--- config.mk ---
export PLATFORM = sky130hd
export DESIGN_NAME = key_press_event_detector_top
export DESIGN_NICKNAME = d
export VERILOG_FILES = /design/src/design/kped_pkg.sv /design/src/design/kped_lane.sv /design/src/design/kped_queue.sv /design/src/design/key_press_event_detector_top.sv
export SDC_FILE = /design/constraint.sdc
export NUM_CORES = 1
export LEC_CHECK = 0
export ABC_AREA = 1
export BUFFER_PORTS_ARGS = -buffer_cell sky130_fd_sc_hd__buf_2
export CAP_MARGIN = 20
export CORE_ASPECT_RATIO = 1.75
export CORE_UTILIZATION = 25
export DETAILED_ROUTE_END_ITERATION = 10
export PLACE_DENSITY = 0.43
export SLEW_MARGIN = 20
export SYNTH_ARGS = -nofsm -noshare
export SYNTH_HDL_FRONTEND = slang
export SYNTH_SLANG_ARGS = --single-unit
--- constraint.sdc ---
create_clock -name i_clk -period 9.7 [get_ports i_clk]
set_input_delay 1.94 -clock i_clk [delete_from_list [all_inputs] [get_ports i_clk]]
set_output_delay 1.94 -clock i_clk [all_outputs]
set_load 0.005 [all_outputs]
--- src/design/kped_pkg.sv ---
package kped_pkg;

    localparam int NumKeysDef    = 4;
    localparam int QueueDepthDef = 8;

    localparam int KeyW   = 2;
    localparam int CountW = 3;
    localparam int DbW    = 8;
    localparam int LpW    = 16;
    localparam int CfgIdxW = 2;

    localparam logic [DbW-1:0] DebounceRst = 8'd20;
    localparam logic [LpW-1:0] LongRst     = 16'd2000;

    typedef enum logic [CfgIdxW-1:0] {
        CFG_DEBOUNCE   = 2'd0,
        CFG_LONG_PRESS = 2'd1,
        CFG_ACTIVE     = 2'd2,
        CFG_KEY_ENABLE = 2'd3
    } t_cfg_idx;

    typedef enum logic {
        CMD_SAMPLE = 1'b0,
        CMD_POP    = 1'b1
    } t_cmd;

    typedef enum logic {
        ACT_CLICK = 1'b0,
        ACT_LONG  = 1'b1
    } t_action;

    typedef struct packed {
        logic    push;
        t_action action;
    } t_lane_evt;

    typedef struct packed {
        logic              ev_valid;
        logic [KeyW-1:0]   ev_key;
        t_action           ev_action;
        logic              added;
        logic [CountW-1:0] count;
    } t_result;

endpackage

--- src/design/kped_lane.sv ---
module kped_lane (
    input  logic                         i_clk,
    input  logic                         i_rst_n,
    input  logic                         i_en,
    input  logic                         i_level,
    input  logic                         i_active,
    input  logic [kped_pkg::DbW-1:0]     i_debounce,
    input  logic [kped_pkg::LpW-1:0]     i_long_press,
    output kped_pkg::t_lane_evt          o_evt
);

    logic                     r_last, n_last;
    logic                     r_db_pend, n_db_pend;
    logic                     r_long_rep, n_long_rep;
    logic                     r_run, n_run;
    logic [kped_pkg::LpW-1:0] r_cnt, n_cnt;
    logic                     armed;
    logic                     click;
    logic                     long_evt;
    logic [kped_pkg::LpW-1:0] db_dur;
    logic [kped_pkg::LpW-1:0] lp_dur;

    assign db_dur = (i_debounce == '0) ? kped_pkg::LpW'(1)
                                       : kped_pkg::LpW'(i_debounce);
    assign lp_dur = (i_long_press == '0) ? kped_pkg::LpW'(1) : i_long_press;

    always_comb begin
        n_last     = i_level;
        n_db_pend  = r_db_pend;
        n_long_rep = r_long_rep;
        n_run      = r_run;
        n_cnt      = r_cnt;
        armed      = 1'b0;
        click      = 1'b0;
        long_evt   = 1'b0;
        if (r_last != i_active) begin
            if (i_level == i_active) begin
                n_db_pend  = 1'b1;
                n_long_rep = 1'b0;
                n_run      = 1'b1;
                n_cnt      = db_dur;
                armed      = 1'b1;
            end
        end else if (i_level != i_active) begin
            if (!r_long_rep && !r_db_pend) begin
                n_run = 1'b0;
                click = 1'b1;
            end
            n_db_pend = 1'b0;
        end
        if (n_run && !armed) begin
            n_cnt = n_cnt - 1'b1;
            if (n_cnt == '0) begin
                n_run = 1'b0;
                if (i_level == i_active) begin
                    if (!n_db_pend) begin
                        long_evt   = 1'b1;
                        n_long_rep = 1'b1;
                    end else begin
                        n_db_pend = 1'b0;
                        n_run     = 1'b1;
                        n_cnt     = lp_dur;
                    end
                end
            end
        end
    end

    always_comb begin
        o_evt.push   = i_en && (click || long_evt);
        o_evt.action = long_evt ? kped_pkg::ACT_LONG : kped_pkg::ACT_CLICK;
    end

    always_ff @(posedge i_clk) begin
        if (!i_rst_n) begin
            r_last     <= 1'b1;
            r_db_pend  <= 1'b0;
            r_long_rep <= 1'b0;
            r_run      <= 1'b0;
            r_cnt      <= '0;
        end else if (i_en) begin
            r_last     <= n_last;
            r_db_pend  <= n_db_pend;
            r_long_rep <= n_long_rep;
            r_run      <= n_run;
            r_cnt      <= n_cnt;
        end
    end

endmodule

--- src/design/kped_queue.sv ---
module kped_queue #(
    parameter int NUM_KEYS    = kped_pkg::NumKeysDef,
    parameter int QUEUE_DEPTH = kped_pkg::QueueDepthDef
) (
    input  logic                           i_clk,
    input  logic                           i_rst_n,
    input  logic                           i_step,
    input  logic                           i_pop,
    input  kped_pkg::t_lane_evt [NUM_KEYS-1:0] i_evt,
    output kped_pkg::t_result              o_result
);

    localparam int PtrW  = $clog2(QUEUE_DEPTH);
    localparam int EntW  = kped_pkg::KeyW + 1;
    localparam logic [PtrW-1:0] LastSlot = PtrW'(QUEUE_DEPTH - 1);

    logic [EntW-1:0]          r_store [QUEUE_DEPTH];
    logic [PtrW-1:0]          r_rd, n_rd;
    logic [PtrW-1:0]          r_wr, n_wr;
    logic [PtrW-1:0]          slot [NUM_KEYS];
    logic [PtrW:0]            cnt_wide;
    logic [PtrW-1:0]          cnt;
    logic [PtrW+2:0]          cnt_ext;
    logic [EntW-1:0]          head;
    logic                     not_empty;
    logic                     any_push;

    assign not_empty = (r_rd != r_wr);
    assign head      = r_store[r_rd];

    always_comb begin
        logic [PtrW-1:0] rp;
        logic [PtrW-1:0] wp;
        logic [PtrW-1:0] nw;
        rp       = r_rd;
        wp       = r_wr;
        nw       = '0;
        any_push = 1'b0;
        for (int k = 0; k < NUM_KEYS; k++) begin
            slot[k] = wp;
            if (!i_pop && i_evt[k].push) begin
                any_push = 1'b1;
                nw = (wp == LastSlot) ? '0 : wp + 1'b1;
                if (nw == rp) begin
                    rp = '0;
                    wp = '0;
                    nw = PtrW'(1);
                end
                slot[k] = wp;
                wp      = nw;
            end
        end
        if (i_pop && not_empty) begin
            rp = (rp == LastSlot) ? '0 : rp + 1'b1;
        end
        n_rd = rp;
        n_wr = wp;
    end

    always_comb begin
        if (n_wr >= n_rd) begin
            cnt_wide = {1'b0, n_wr} - {1'b0, n_rd};
        end else begin
            cnt_wide = {1'b0, n_wr} + (PtrW+1)'(QUEUE_DEPTH) - {1'b0, n_rd};
        end
        cnt     = cnt_wide[PtrW-1:0];
        cnt_ext = (PtrW+3)'(cnt);
    end

    always_comb begin
        o_result.ev_valid  = i_pop && not_empty;
        o_result.ev_key    = (i_pop && not_empty) ? head[EntW-1:1] : '0;
        o_result.ev_action = (i_pop && not_empty) ? kped_pkg::t_action'(head[0])
                                                  : kped_pkg::ACT_CLICK;
        o_result.added     = !i_pop && any_push;
        o_result.count     = cnt_ext[kped_pkg::CountW-1:0];
    end

    always_ff @(posedge i_clk) begin
        if (i_step && !i_pop) begin
            for (int k = 0; k < NUM_KEYS; k++) begin
                if (i_evt[k].push) begin
                    r_store[slot[k]] <= {kped_pkg::KeyW'(k), i_evt[k].action};
                end
            end
        end
    end

    always_ff @(posedge i_clk) begin
        if (!i_rst_n) begin
            r_rd <= '0;
            r_wr <= '0;
        end else if (i_step) begin
            r_rd <= n_rd;
            r_wr <= n_wr;
        end
    end

endmodule

--- src/design/key_press_event_detector_top.sv ---
// Key press event detector.
// Input channel (i_in_valid / o_in_ready): one transaction per item; i_cmd
// selects a sample tick carrying i_key_levels, or a pop of one queued event.
// Output channel (o_out_valid / i_out_ready): exactly one result transaction
// per input transaction, in order.
// Configuration channel (i_cfg_valid / o_cfg_ready): register index and data;
// always ready; user must write only while the block is idle (unenforced).
// Result: registered, it appears in the cycle after the input is accepted.
// Throughput: one item per cycle while o_in_ready is high; every key has its
// own lane and all lanes plus the ordered queue merge settle in the accepting cycle.
// Stall: the output register holds the result; a new item is taken in the
// same cycle the held one is taken, so o_in_ready drops only while a result
// waits and i_out_ready is low.
// Reset: synchronous, active low; registers but the event store and result
// return to their defaults; all keys idle, queue empty, no result pending.
module key_press_event_detector_top #(
    parameter int NUM_KEYS    = kped_pkg::NumKeysDef,
    parameter int QUEUE_DEPTH = kped_pkg::QueueDepthDef
) (
    input  logic                                    i_clk,
    input  logic                                    i_rst_n,
    input  logic                                    i_in_valid,
    output logic                                    o_in_ready,
    input  logic                                    i_cmd,
    input  logic [NUM_KEYS-1:0]                     i_key_levels,
    output logic                                    o_out_valid,
    input  logic                                    i_out_ready,
    output logic                                    o_event_valid,
    output logic [kped_pkg::KeyW-1:0]               o_event_key,
    output logic                                    o_event_action,
    output logic                                    o_events_added,
    output logic [kped_pkg::CountW-1:0]             o_queue_count,
    input  logic                                    i_cfg_valid,
    output logic                                    o_cfg_ready,
    input  logic [kped_pkg::CfgIdxW-1:0]            i_cfg_index,
    input  logic [((NUM_KEYS > 16) ? NUM_KEYS : 16)-1:0] i_cfg_data
);

    logic [kped_pkg::DbW-1:0]          r_debounce;
    logic [kped_pkg::LpW-1:0]          r_long_press;
    logic                              r_active;
    logic [NUM_KEYS-1:0]               r_key_en;
    logic                              step;
    logic                              pop;
    logic                              r_out_valid;
    kped_pkg::t_result                 r_result;
    kped_pkg::t_result                 result;
    kped_pkg::t_lane_evt [NUM_KEYS-1:0] evt;

    assign o_cfg_ready = 1'b1;
    assign o_in_ready  = !r_out_valid || i_out_ready;
    assign step        = i_in_valid && o_in_ready;
    assign pop         = (kped_pkg::t_cmd'(i_cmd) == kped_pkg::CMD_POP);

    always_ff @(posedge i_clk) begin
        if (!i_rst_n) begin
            r_debounce   <= kped_pkg::DebounceRst;
            r_long_press <= kped_pkg::LongRst;
            r_active     <= 1'b0;
            r_key_en     <= '1;
        end else if (i_cfg_valid) begin
            unique case (kped_pkg::t_cfg_idx'(i_cfg_index))
                kped_pkg::CFG_DEBOUNCE:   r_debounce   <= i_cfg_data[kped_pkg::DbW-1:0];
                kped_pkg::CFG_LONG_PRESS: r_long_press <= i_cfg_data[kped_pkg::LpW-1:0];
                kped_pkg::CFG_ACTIVE:     r_active     <= i_cfg_data[0];
                kped_pkg::CFG_KEY_ENABLE: r_key_en     <= i_cfg_data[NUM_KEYS-1:0];
                default:                  r_active     <= r_active;
            endcase
        end
    end

    for (genvar k = 0; k < NUM_KEYS; k++) begin : g_lane
        kped_lane u_lane (
            .i_clk       (i_clk),
            .i_rst_n     (i_rst_n),
            .i_en        (step && !pop && r_key_en[k]),
            .i_level     (i_key_levels[k]),
            .i_active    (r_active),
            .i_debounce  (r_debounce),
            .i_long_press(r_long_press),
            .o_evt       (evt[k])
        );
    end

    kped_queue #(
        .NUM_KEYS   (NUM_KEYS),
        .QUEUE_DEPTH(QUEUE_DEPTH)
    ) u_queue (
        .i_clk   (i_clk),
        .i_rst_n (i_rst_n),
        .i_step  (step),
        .i_pop   (pop),
        .i_evt   (evt),
        .o_result(result)
    );

    always_ff @(posedge i_clk) begin
        if (!i_rst_n) begin
            r_out_valid <= 1'b0;
        end else if (o_in_ready) begin
            r_out_valid <= i_in_valid;
        end
    end

    always_ff @(posedge i_clk) begin
        if (step) begin
            r_result <= result;
        end
    end

    assign o_out_valid    = r_out_valid;
    assign o_event_valid  = r_result.ev_valid;
    assign o_event_key    = r_result.ev_key;
    assign o_event_action = r_result.ev_action;
    assign o_events_added = r_result.added;
    assign o_queue_count  = r_result.count;

endmodule

======== Word level (Yosys, flattened, before mapping) ========
Memories as Yosys holds them, arrays and structs flattened. A register that Yosys moved wholly into a read port is not among the register bits.
Cells that the tools add are included.
word-level totals
  register bits ........................... 121
  bits in latches ......................... 0
  RAM bits ................................ 24
  ROM bits ................................ 0
  input bits .............................. 28
  output and inout bits ................... 11
  word-level logic and storage cells ...... 317
  memories kept ........................... 1
memory list
  memory           depth  bits a word  read ports  clocked after memory_dff  wr ports  line              source
  u_queue.r_store  8      3            1           1                         4         kped_queue.sv:17  logic [EntW-1:0] r_store [QUEUE_DEPTH];
cells by class
  add/sub/neg operators ................... 12
  multipliers ............................. 0
  div/mod/pow operators ................... 0
  $lt $le $gt $ge ......................... 1
  equal/unequal tests ..................... 25
  shift operators ......................... 0
  multiplexer cells ....................... 193
  bitwise logic cells ..................... 0
  reductions and logical operators ........ 55
operators by type and width
  operator                 count
  $mux W16                 25
  $mux W1                  136
  $mux W3                  31
  $logic_not A16 Y1        5
  $sub A16 B1 Y16 const B  4
  $logic_and A1 B1 Y1      24
  $add A3 B1 Y3 const B    6
  $eq A3 B3 Y1 const B     5
  $logic_not A1 Y1         15
  $eq A3 B3 Y1             4
  $logic_not A8 Y1         1
  $mux W8                  1
  $ne A1 B1 Y1             8
  $reduce_and A2 Y1        4
  $sub A3 B3 Y3            2
  $logic_or A1 B1 Y1       5
  $eq A1 B1 Y1             4
  $eq A2 B2 Y1 const B     2
  $ge A3 B3 Y1             1
  $ne A3 B3 Y1             1
  $eq A2 B1 Y1 const B     1
  $logic_not A2 Y1         1

======== Depth between registers and ports, before layout ========
  word-level depth ........................ 32
  depth in mapped cells ................... 62
  mapped depth without buffers ............ 58

======== By module ========
A second synthesis with hierarchy kept.
unflattened totals
  cells, all modules ...................... 2551
  area total of the unflattened synthesis .. 14604.0 um2
by module, submodules not included
  module                            times used  cells each  area each (um2)  sequential area each (um2)
  kped_lane (g_lane[0].u_lane ...)  3           477         2551.2           400.4
  kped_queue                        1           482         3012.9           740.7
  kped_lane (g_lane[3].u_lane)      1           444         2438.6           400.4
  key_press_event_detector_top      1           194         1498.9           840.8

======== Least setup slack after synthesis ========
No wires, ideal clock.
  path kind ............................... input to register
  from .................................... input port i_key_levels[0]
  to ...................................... register r_result, in the netlist o_queue_count[2] (data pin)
  setup time .............................. 258 ps
  arrival time ............................ 8151 ps
  required time ........................... 9442 ps
  slack ................................... 1291 ps
  cell stages on the path ................. 58
  buffers on the path ..................... 4
  cell sequence ........................... inv_1 nand2_2 nand2_4 nand2_2 buf_4 nand2_1 nand2_2 ha_1 nand3_2 nor2_2 nand2_1 nand2_1 nand2_1 inv_2 nand2_1 nor2_1 nand2_1 nor2_4 (+22 left out) buf_6 nand2_1 inv_1 ha_1 nand3b_1 nand2_1 nor2_2 nand3_2 buf_6 nand2_1 inv_1 ha_1 inv_1 o21ai_0 fa_1 nand3_1 nand2_1 xnor2_1
RTL lines
  element               line                                 source
  start, declared       key_press_event_detector_top.sv:25   input logic [NUM_KEYS-1:0] i_key_levels,
  end signal, assigned  key_press_event_detector_top.sv:107  r_result <= result;
  end, declared         key_press_event_detector_top.sv:46   kped_pkg::t_result r_result;

==> summary.md <==
| Metric | Value |
|---|---|
| Area post-placement | `11810 sq um` |
| Area leader, netlist | `dfxtp_1` |
| FILL cells | `4951` |
| CTS tree | `done` |
| Most used cell, CP | `inv_1` |
| Final Cell Area | `12390 sq um` |
| PortBufs | `37` |
| Share of the synthesized area in the top cell type | `23.86%` |
| Synth Warn # | `0` |
| 1st-iter DRT viols | `609` |
| Ranking of synthesized cells by area | `dfxtp_1 (24%), nand2_1 (13%), inv_1 (7.8%), a21oi_1 (7.7%), o21ai_0 (6.5%)` |
| Total Neg Setup Slack | `0 ps` |
| CTS sink cnt | `148` |
| Avg Cell Area, Syn | `6.299 sq um` |
| Post-route worst setup slack | `856.2 ps` |
| # rows | `101` |
| Postcts setup bufs | `0` |
| Finished Layout Cells | `2345` |
| Routed wire per std cell | `17.97 microns` |
| Final nets | `1812` |
| Area grow syn2layout | `11.90%` |
| Initial antenna violation count | `0` |
| HP Class | `reg -> reg` |
| Seq/Total Area, Yosys | `28.20%` |
| Placeable Area | `43600 sq um` |
| DIE WIDTH | `161.1 microns` |
| Top sig layer | `met4` |
| Fmax | `0.1131 GHz` |
| R2R depth | `53` |
| Place WS | `296.5 ps` |
| Die Area | `45170 sq um` |
| Routed Antenna Nets | `0` |
| Final hold vios | `0` |
| Synth Instances | `1758` |
| Cts hold-fix bufs | `0` |
| Startpoint types | `primary input` |
| Hold Path Stages | `2` |
| H-tree depth | `4` |
| Global route overflow | `0` |
| Hold_sp | `u_queue.r_store[3][2]$_SDFFE_PP1P_` |
| Antenna Cells | `0` |
| DRC viols | `0` |
| Vias | `11.65k` |
| RSZ-0062 raised after global routing | `false` |
| Vias in the first global route | `11.46k` |
| Die height | `280.4 microns` |
| Area of the multi-input gates | `6666 sq um` |
| Synthesized area | `11070 sq um` |
| Starting density of the core | `25.40%` |
| Primary FF master, synth | `dfxtp_1` |
| DR pass1 iterations | `7` |
| # IOs | `39` |
| CP max stage cell | `fa_1` |
| CP peak stage delay | `430 ps` |
| Critical Path RT | `9890 ps` |
| Final setup viols | `0` |
| Syn nets | `1802` |
| Register bit count reported by yosys | `148` |
| Global-route wire length before repair | `65.03 mm` |
| VDD IR max | `0.08934 mV` |
| Commonest cells post-synth | `nand2_1 (395), inv_1 (231), a21oi_1 (171)` |
| Storage cell area | `3123 sq um` |
| Fin crit share | `91.17%` |
| DP HPWL | `31.81 mm` |
| Via density | `4.966` |
| Clk slew on worst S/H paths | `60 ps` |
| Most frequent cell after synthesis | `nand2_1` |
| Num CTS Buffers | `17` |
| Pwr dens | `156.9 nW/um^2` |
| Critical Path Source | `i_key_levels[0]` |
| Crit path capture type | `flip-flop` |
| DR WL met2 | `23.16 mm` |
| Wirelength, routed | `42.15 mm` |
| Max Slew Vio Count | `0` |
| Crit Path Category | `in -> reg` |
| Clock root cell | `clkbuf_16` |
| CP max FO | `15` |
| Worst path arrival time | `9040 ps` |
| Relative slew slack | `39.64%` |
| Synth async-reset ratio | `0%` |
| Clock Latency Late Sink | `450 ps` |
| Layout cells sized above 1 | `11.64%` |
| GRT Total Usage | `18.96%` |
| Static leakage | `0.005658 uW` |
| Max-cap violation count | `0` |
| Status | `finished clean` |
| Largest net degree at the start of global routing | `65` |
| Worst Skew | `17.92 ps` |
| FF-to-FF Start | `r_active$_SDFFE_PN0P_` |
| Metal-1 WL | `15.98 mm` |
| Inst Count DP | `2315` |
| Placer Congestion | `0.9415` |
| Detail Route met3 WL | `1.308 mm` |
| Post-CTS Resized | `0` |
| Netlist cell types | `57` |
| CTS Buffer Depth | `2` |
| Post-synth EDFFs | `16` |
| Final worst path period need | `8844 ps` |
| Least-Margin Pin Slew | `903.3 ps` |
-- state kept, by name, indices dropped and copies added, names as in the netlist, 2 cells and up --
register                  flops
g_lane.u_lane.r_cnt          64
u_queue.r_store              24
r_long_press                 16
r_debounce                    8
g_lane.u_lane.r_db_pend       4
g_lane.u_lane.r_last          4
g_lane.u_lane.r_long_rep      4
g_lane.u_lane.r_run           4
r_key_en                      4
o_queue_count                 3
u_queue.r_rd                  3
u_queue.r_wr                  3
o_event_key                   2
-- layout make-up --
| class | instances | share of cell area, % |
|---|---|---|
| well taps | 566 | 5.715 |
| flip-flops and latches | 148 | 25.20 |
| clock inverters | 11 | 0.8179 |
| repair buffers | 58 | 2.868 |
| multi-input cells | 1285 | 53.80 |
| inverters | 258 | 7.846 |
| clock buffers | 19 | 3.746 |
-- final timing paths --
kind                                        endpoint  slack (ps)
hold reg to reg   u_queue.r_store[3][2]$_SDFFE_PP1P_         450
hold / removal    u_queue.r_store[3][2]$_SDFFE_PP1P_         450
setup / recovery          o_queue_count[2]$_DFFE_PP_         860
setup reg to reg          o_queue_count[2]$_DFFE_PP_        1540
-- layer usage --
layer | vias up | GRT usage [%]
met2 | 301 | 37.09
met4 | 0 | 9.579
met3 | 71 | 1.729
met5 | - | 0
li1 | 5848 | -
met1 | 5426 | 19.71
-- where the power goes --
part | internal [uW] | switching [uW] | total [uW]
combinational | 178 | 404 | 582
sequential | 663 | 31.3 | 695
clock | 373 | 295 | 668
-- layout by cell type (no fill, tap or decap), drive strengths merged, types with 13 or more instances in the layout --
master    n
nor2    161
nand2   430
a221oi   17
clkbuf   19
or2      13
nor4     15
dfxtp   132
nand3   121
xor2     30
a21oi   172
edfxtp   16
ha       15
nor3     19
inv     257
nand4    23
buf      58
o21ai   174
o211ai   48
-- per-stage QoR --
step	hold slack (ps)	total power (uW)	utilization, %
floorplan	420.6	1125	-
finish	450.1	1944	28.42
CTS	450.6	1966	28.37
detailed placement	434.8	1286	27.08
global placement	440.1	1286	27.08
global route	466.2	2064	28.42
-- worst max-delay path: cells and delay by family --
family	cells	cell delay [ps]
AOI/OAI and AO/OA	3	420
and+or+nand+nor	32	3810
xor gates and xnor gates	1	60
buffers and inverters	12	920
adders and majority gates	6	1880
-- logic make-up (layout without fill, tap and decap cells) --
family                   after synthesis  count (layout)  synth area share (%)
flip-flops                           148             148                 28.20
buffers and inverters                325             346                 11.88
AO/OA/AOI/OAI                        442             442                 22.75
XOR/XNOR                              39              39                 3.220
AND/OR/NAND/NOR                      787             787                 32.05
adder cells (fa/ha/maj)               16              16                 1.876
other                                  1               1               0.03387
No activity file was read; power rests on OpenSTA's default activity.
